<file path="config.mk">
export PLATFORM = sky130hd
export DESIGN_NAME = gdps_sqrt
export DESIGN_NICKNAME = d
export VERILOG_FILES = /design/src/gdps_pkg.sv /design/src/gdps_sqrt.sv
export SDC_FILE = /design/constraint.sdc
export NUM_CORES = 2
export LEC_CHECK = 0
export ABC_AREA = 1
export BUFFER_PORTS_ARGS = -buffer_cell sky130_fd_sc_hd__buf_2
export CORE_ASPECT_RATIO = 0.6
export CORE_MARGIN = 2
export CORE_UTILIZATION = 38
export CTS_CLUSTER_DIAMETER = 40
export CTS_CLUSTER_SIZE = 24
export DETAILED_ROUTE_END_ITERATION = 12
export GPL_TIMING_DRIVEN = 0
export PLACE_DENSITY = 0.64
export SLEW_MARGIN = 20
export SYNTH_ARGS = -nofsm -noshare
export SYNTH_HDL_FRONTEND = slang
export SYNTH_SLANG_ARGS = --single-unit
</file>
<file path="constraint.sdc">
create_clock -name aclk -period 3.5 [get_ports aclk]
set_input_delay 0.7 -clock aclk [delete_from_list [all_inputs] [get_ports aclk]]
set_output_delay 0.7 -clock aclk [all_outputs]
set_load 0.1 [all_outputs]
</file>
<file path="src/gdps_pkg.sv">
// Shared types, constants and register codes of the glow disc pixel shader.
`timescale 1ns / 1ps
package gdps_pkg;

    // Pixel coordinates use only their low PIXEL_BITS bits.
    localparam int PIXEL_BITS = 12;
    localparam int PIX_W      = 12;
    localparam logic [PIX_W-1:0] PIX_MASK = PIX_W'((64'd1 << PIXEL_BITS) - 64'd1);

    localparam int CFG_ADDR_W = 3;
    localparam int CFG_DATA_W = 48;

    typedef enum logic [CFG_ADDR_W-1:0] {
        CFG_CENTER_X    = 3'd0,
        CFG_CENTER_Y    = 3'd1,
        CFG_OUTER_R2    = 3'd2,
        CFG_DEPTH_SCALE = 3'd3,
        CFG_FRONT_CLR   = 3'd4,
        CFG_INNER_R2    = 3'd5,
        CFG_FALLOFF     = 3'd6,
        CFG_HOLLOW      = 3'd7
    } cfg_idx_t;

    typedef enum logic [1:0] {
        OUTC_OUTSIDE = 2'd0,
        OUTC_CULLED  = 2'd1,
        OUTC_INNER   = 2'd2,
        OUTC_RING    = 2'd3
    } outcome_t;

    // Digit-by-digit square root: 58-bit radicand, two bits per stage.
    localparam int SQ_RAD_W  = 58;
    localparam int SQ_STEPS  = SQ_RAD_W / 2;
    localparam int SQ_ROOT_W = SQ_STEPS;
    localparam int SQ_REM_W  = SQ_ROOT_W + 3;

    // Quarter sine polynomial, Q1.30 coefficients.
    localparam int SIN_X_W  = 31;
    localparam int SIN_SV_W = 34;
    localparam int SIN_LAT  = 8;
    localparam logic [30:0] SIN_A1 = 31'd1686629713;
    localparam logic [30:0] SIN_A3 = 31'd693598668;
    localparam logic [30:0] SIN_A5 = 31'd85569306;
    localparam logic [30:0] SIN_A7 = 31'd5026995;
    localparam logic [30:0] SIN_A9 = 31'd172272;

    localparam logic [34:0] TENTH_Q30  = 35'd107374182;
    localparam logic [34:0] ROUND_Q15  = 35'd16384;
    localparam logic [15:0] ONE_Q15    = 16'd32768;
    localparam logic [15:0] INTENS_MAX = 16'd36045;

    typedef struct packed {
        logic miss;
        logic inner;
    } side_t;

    typedef struct packed {
        outcome_t    outcome;
        logic [23:0] depth;
    } shade_t;

endpackage

</file>
<file path="src/gdps_sqrt.sv">
// Pipelined floor square root, one result bit resolved per register stage.
`timescale 1ns / 1ps
module gdps_sqrt (
    input  logic                            aclk,
    input  logic                            en,
    input  logic [gdps_pkg::SQ_RAD_W-1:0]   radicand,
    output logic [gdps_pkg::SQ_ROOT_W-1:0]  root
);
    import gdps_pkg::*;

    logic [SQ_REM_W-1:0]  rem_reg  [SQ_STEPS];
    logic [SQ_ROOT_W-1:0] root_reg [SQ_STEPS];
    logic [SQ_RAD_W-1:0]  rad_reg  [SQ_STEPS];

    for (genvar g = 0; g < SQ_STEPS; g++) begin : g_step
        logic [SQ_REM_W-1:0]  rem_in;
        logic [SQ_ROOT_W-1:0] root_in;
        logic [SQ_RAD_W-1:0]  rad_in;
        logic [SQ_REM_W-1:0]  rem_sh;
        logic [SQ_REM_W-1:0]  trial;

        if (g == 0) begin : g_first
            assign rem_in  = '0;
            assign root_in = '0;
            assign rad_in  = radicand;
        end else begin : g_rest
            assign rem_in  = rem_reg[g-1];
            assign root_in = root_reg[g-1];
            assign rad_in  = rad_reg[g-1];
        end

        // Bring down the next two radicand bits and try the next root bit.
        assign rem_sh = {rem_in[SQ_REM_W-3:0], rad_in[SQ_RAD_W-1 -: 2]};
        assign trial  = {1'b0, root_in, 2'b01};

        always_ff @(posedge aclk) begin
            if (en) begin
                if (rem_sh >= trial) begin
                    rem_reg[g]  <= rem_sh - trial;
                    root_reg[g] <= {root_in[SQ_ROOT_W-2:0], 1'b1};
                end else begin
                    rem_reg[g]  <= rem_sh;
                    root_reg[g] <= {root_in[SQ_ROOT_W-2:0], 1'b0};
                end
                rad_reg[g] <= {rad_in[SQ_RAD_W-3:0], 2'b00};
            end
        end
    end

    assign root = root_reg[SQ_STEPS-1];

endmodule

</file>
# After elaboration in Yosys (flattened, before gate mapping)
# Memory sizes are Yosys's and may differ from the RTL's.
# Index checks and enable logic that the tools add are counted.
# op_classes
n_addsub,29
magnitude_cmp,29
bitwise_logic,58
muxes,234
# op_table
op,n
two-way mux 32 bit,29
>= comparator 32 x 31 -> 1 bit,28
subtractor 32 x 31 -> 32 bit,28
two-way mux 29 bit,29
two-way mux 1 bit,176
bitwise OR 1 bit,58
subtractor 2 x 1 -> 3 bit (second input constant),1
>= comparator 2 x 1 -> 1 bit (second input constant),1
# word_totals
reg_bits,0
ramBits,3393
word_cells,353
in_bits,60
output_inout_bits,29
mem_count,3
# memory_table
name,depth,word_bits,rd,rd_clocked_by_memory_dff,wr,line,source
rad_reg,29,56,28,0,29,gdps_sqrt.sv:13,logic [SQ_RAD_W-1:0] rad_reg [SQ_STEPS];
rem_reg,29,32,28,0,29,gdps_sqrt.sv:11,logic [SQ_REM_W-1:0] rem_reg [SQ_STEPS];
root_reg,29,29,29,0,29,gdps_sqrt.sv:12,logic [SQ_ROOT_W-1:0] root_reg [SQ_STEPS];

# Depth between registers and ports, before layout
# An unclocked memory read counts as a cell.
# logic_depth
word_depth,6
depth_mapped,16
ltp_nobuf,16

# Least setup slack after synthesis
# OpenSTA, ideal clock, no wires.
# synth_timing
kind,input port to flip-flop
start,input en
end,memory rem_reg[1][224] in the netlist's numbering (enable)
t_arrival_ns,2.741
path_slack_ns,0.329
required_ns,3.070
setup_ns,0.430
path_buffers,4
path_stages,4
path_cell_list,buf_6 buf_4 clkbuf_1 clkbuf_1
# synth_rtl
item,line,source
"start, declared",gdps_sqrt.sv:5,"input logic en,"
"end, declared",gdps_sqrt.sv:11,

==> metrics.cfg <==
[grt]
grt_pass1_wl_um=494000
grtUsageTotal_pct=21.4
grt_max_degree=141
grt_pass1_vias=79018
globalRouteOverflowTotal=0
antenna_found_initial=5

[timing]
slew_violations=0
hold_viol=0
hold_ws_ps=182
maxSlewHeadroom_pct=21.6
skew_ps=64.6
finalSetupViolations=0
finalCriticalPeriod_ps=3410
setup_ws_ps=93.6
tightest_slew_ps=1170
fmax_mhz=294
rsz0062_at_grt=false
period_share_pct=97.3

[setup_path]
start_kind=input port
critPathKind=in -> reg
crit_path_end_kind=register
crit_required_ps=4040
crit_fanout=56
arrival_ps=3940

[layout]
fin_nets=14062
largest_reg_flops=812
area_growth_pct=14.3
final_area_um2=130000
drive_above_1_share_pct=5.98

[pwr]
cellPowerDensity_nw_per_um2=625
p_leak_uw=0.0588
peakVddDrop_mv=0.443

[floorplan]
coreArea_um2=297000
die_y_um=427
initial_utilization_pct=38.1
dieArea_um2=303000
placementRows=155
die_w_um=709
io_pins=89

[route]
ant_nets=0
wl_per_cell_um=18.6
remaining_drc_errors=0
dr_total_vias=88369
via_per_inst=4.98
first_pass_iters=6
wl_um=330000
drt_iter0_drc=11185

[yosys]
synthXorXnorAreaFrac_pct=2.79
ys_warn_count=0
synth_nets=13617
synth_cell_types=60
postSynthCellCount=13090
synth-adder-area-share_pct=5.16
seq_area_frac_synth_pct=54.2
yosys-top-cells-count=4132 x nand2_1, 2348 x inv_1, 2044 x edfxtp_1
synthMostInstantiatedCell=nand2_1
syn_area_per_cell_um2=8.66
synth_top_flop_cell=edfxtp_1
synth_top_area_share_pct=54.2
synth-seq-cells=2045
synth_edf_count=2044
synth_top_family_by_area=simple AND/OR/NAND/NOR gates
yosys-top-cells-area=edfxtp_1 54%, nand2_1 14%, inv_1 7.8%, ha_1 5.2%, nor2_1 4.2%
synth-simple-area-share_pct=25.3
synth_top_area_cell=edfxtp_1
async_flop_share_pct=0
synthMuxAreaShare_pct=0
synth_compound_area_share_pct=4.12
synth_area_um2=113000

[worst_hold_path]
min_path_type=in -> reg

[run]
maxCapViolations=0

[cts]
htreeDepth=5
cts.sinks=2045
numCtsBuffers=270
insertion_delay_ps=900
clk_pin_slew_ps=70
root_buffer=clkbuf_16
clockBufferDepth=4
cts_tree=built

[placed_design]
port_buffers=88
hpwl_um=260000
placed_area_um2=119000
place.gp.congestion=0.965
place_ws_ps=-1960

[outcome]
outcome=finished, final reports clean

worst paths after layout:
| kind | endpoint | slack (ps) | cells after the start | startpoint |
|---|---|---|---|---|
| hold / removal | rad_reg[0][383] | 180 | 1 | en |
| setup reg to reg | rem_reg[1][184] | 240 | 10 | root_reg[1][118] |
| setup / recovery | root_reg[1][348] | 90 | 9 | en |
| hold reg to reg | rad_reg[1][270] | 380 | 0 | rad_reg[1][212] |
power breakdown:
group          switching (uW)  total (uW)  internal, uW
sequential               2010       32600         30600
combinational           13600       19700          6080
clock                   12200       28700         16500
routing by layer:
metal | part of all wire [%] | global-route usage, % | up-vias | wire length (um)
met1 | 53 | 37.0 | 41104 | 175000
met5 | 0 | 0 | - | 0
met2 | 34 | 25.0 | 3500 | 111000
met4 | 1.6 | 3.68 | 0 | 5260
met3 | 12 | 5.89 | 352 | 38400
li1 | - | - | 43413 | -
critical path: stages:
cell and delay (ps):
buf_12 250, buf_16 310, buf_6 410, buf_4 460, buf_4 450, buf_6 360
buf_2 390, buf_16 210, nand3_1 110
cell families (layout without fill, tap and decap cells):
logic type | count (synthesis) | count (layout)
flip-flops | 2045 | 2045
AND/OR/NAND/NOR | 6870 | 6870
AO/OA/AOI/OAI | 872 | 872
adder cells (fa/ha/maj) | 467 | 467
XOR/XNOR | 361 | 361
buffers and inverters | 2475 | 3134
other | 0 | 3
metrics by stage:
stage | cells | power (uW) | TNS (ps) | util (%)
floorplan | 13090 | 45500 | 0 | -
global placement | 17181 | 52200 | - | 40.0
detailed placement | 17206 | 52100 | -1314240 | 40.2
CTS | 17750 | 81300 | 0 | 43.6
global route | 17752 | 85400 | 0 | 43.6
finish | 17755 | 81000 | 0 | 43.6
cell type report:
class | instances | area (um^2)
fill | 29284 | 168000
sequential | 2045 | 61400
multi-input combinational | 8570 | 42300
inverter | 2361 | 8870
clock buffer | 284 | 6920
tap | 4003 | 5010
clock inverter | 202 | 2510
timing repair buffer | 173 | 1650
buffer | 114 | 816
antenna | 3 | 7.51
layout by cell type, fill, tap and decap left out, types with 32 or more instances in the layout:
master | synthesis | final
xnor2_1 | 152 | 152
inv_6 | 0 | 38
nand4_1 | 244 | 244
edfxtp_1 | 2044 | 2044
xor2_1 | 209 | 209
clkbuf_16 | 0 | 275
nor2_1 | 1254 | 1254
ha_1 | 467 | 467
o21bai_1 | 44 | 44
dlygate4sd3_1 | 0 | 56
clkinv_8 | 0 | 33
buf_2 | 29 | 113
nand3b_1 | 119 | 119
nand3_1 | 759 | 759
nor3_1 | 190 | 190
buf_4 | 26 | 32
o21ai_0 | 322 | 322
a21oi_1 | 422 | 422
inv_1 | 2348 | 2348
nand2_1 | 4132 | 4132
timing repair:
| item | CTS | global route |
|---|---|---|
| buffers inserted | 1 | 2 |
| gates cloned | 1 | 0 |
| hold buffers | 56 | 0 |
| resized for setup | 5 | 0 |
| setup endpoints to repair | 199 | 9 |
| endpoints found under the hold margin | 56 | 0 |
| pin swaps | 1 | 2 |
Power figures use the tool's default switching activity.
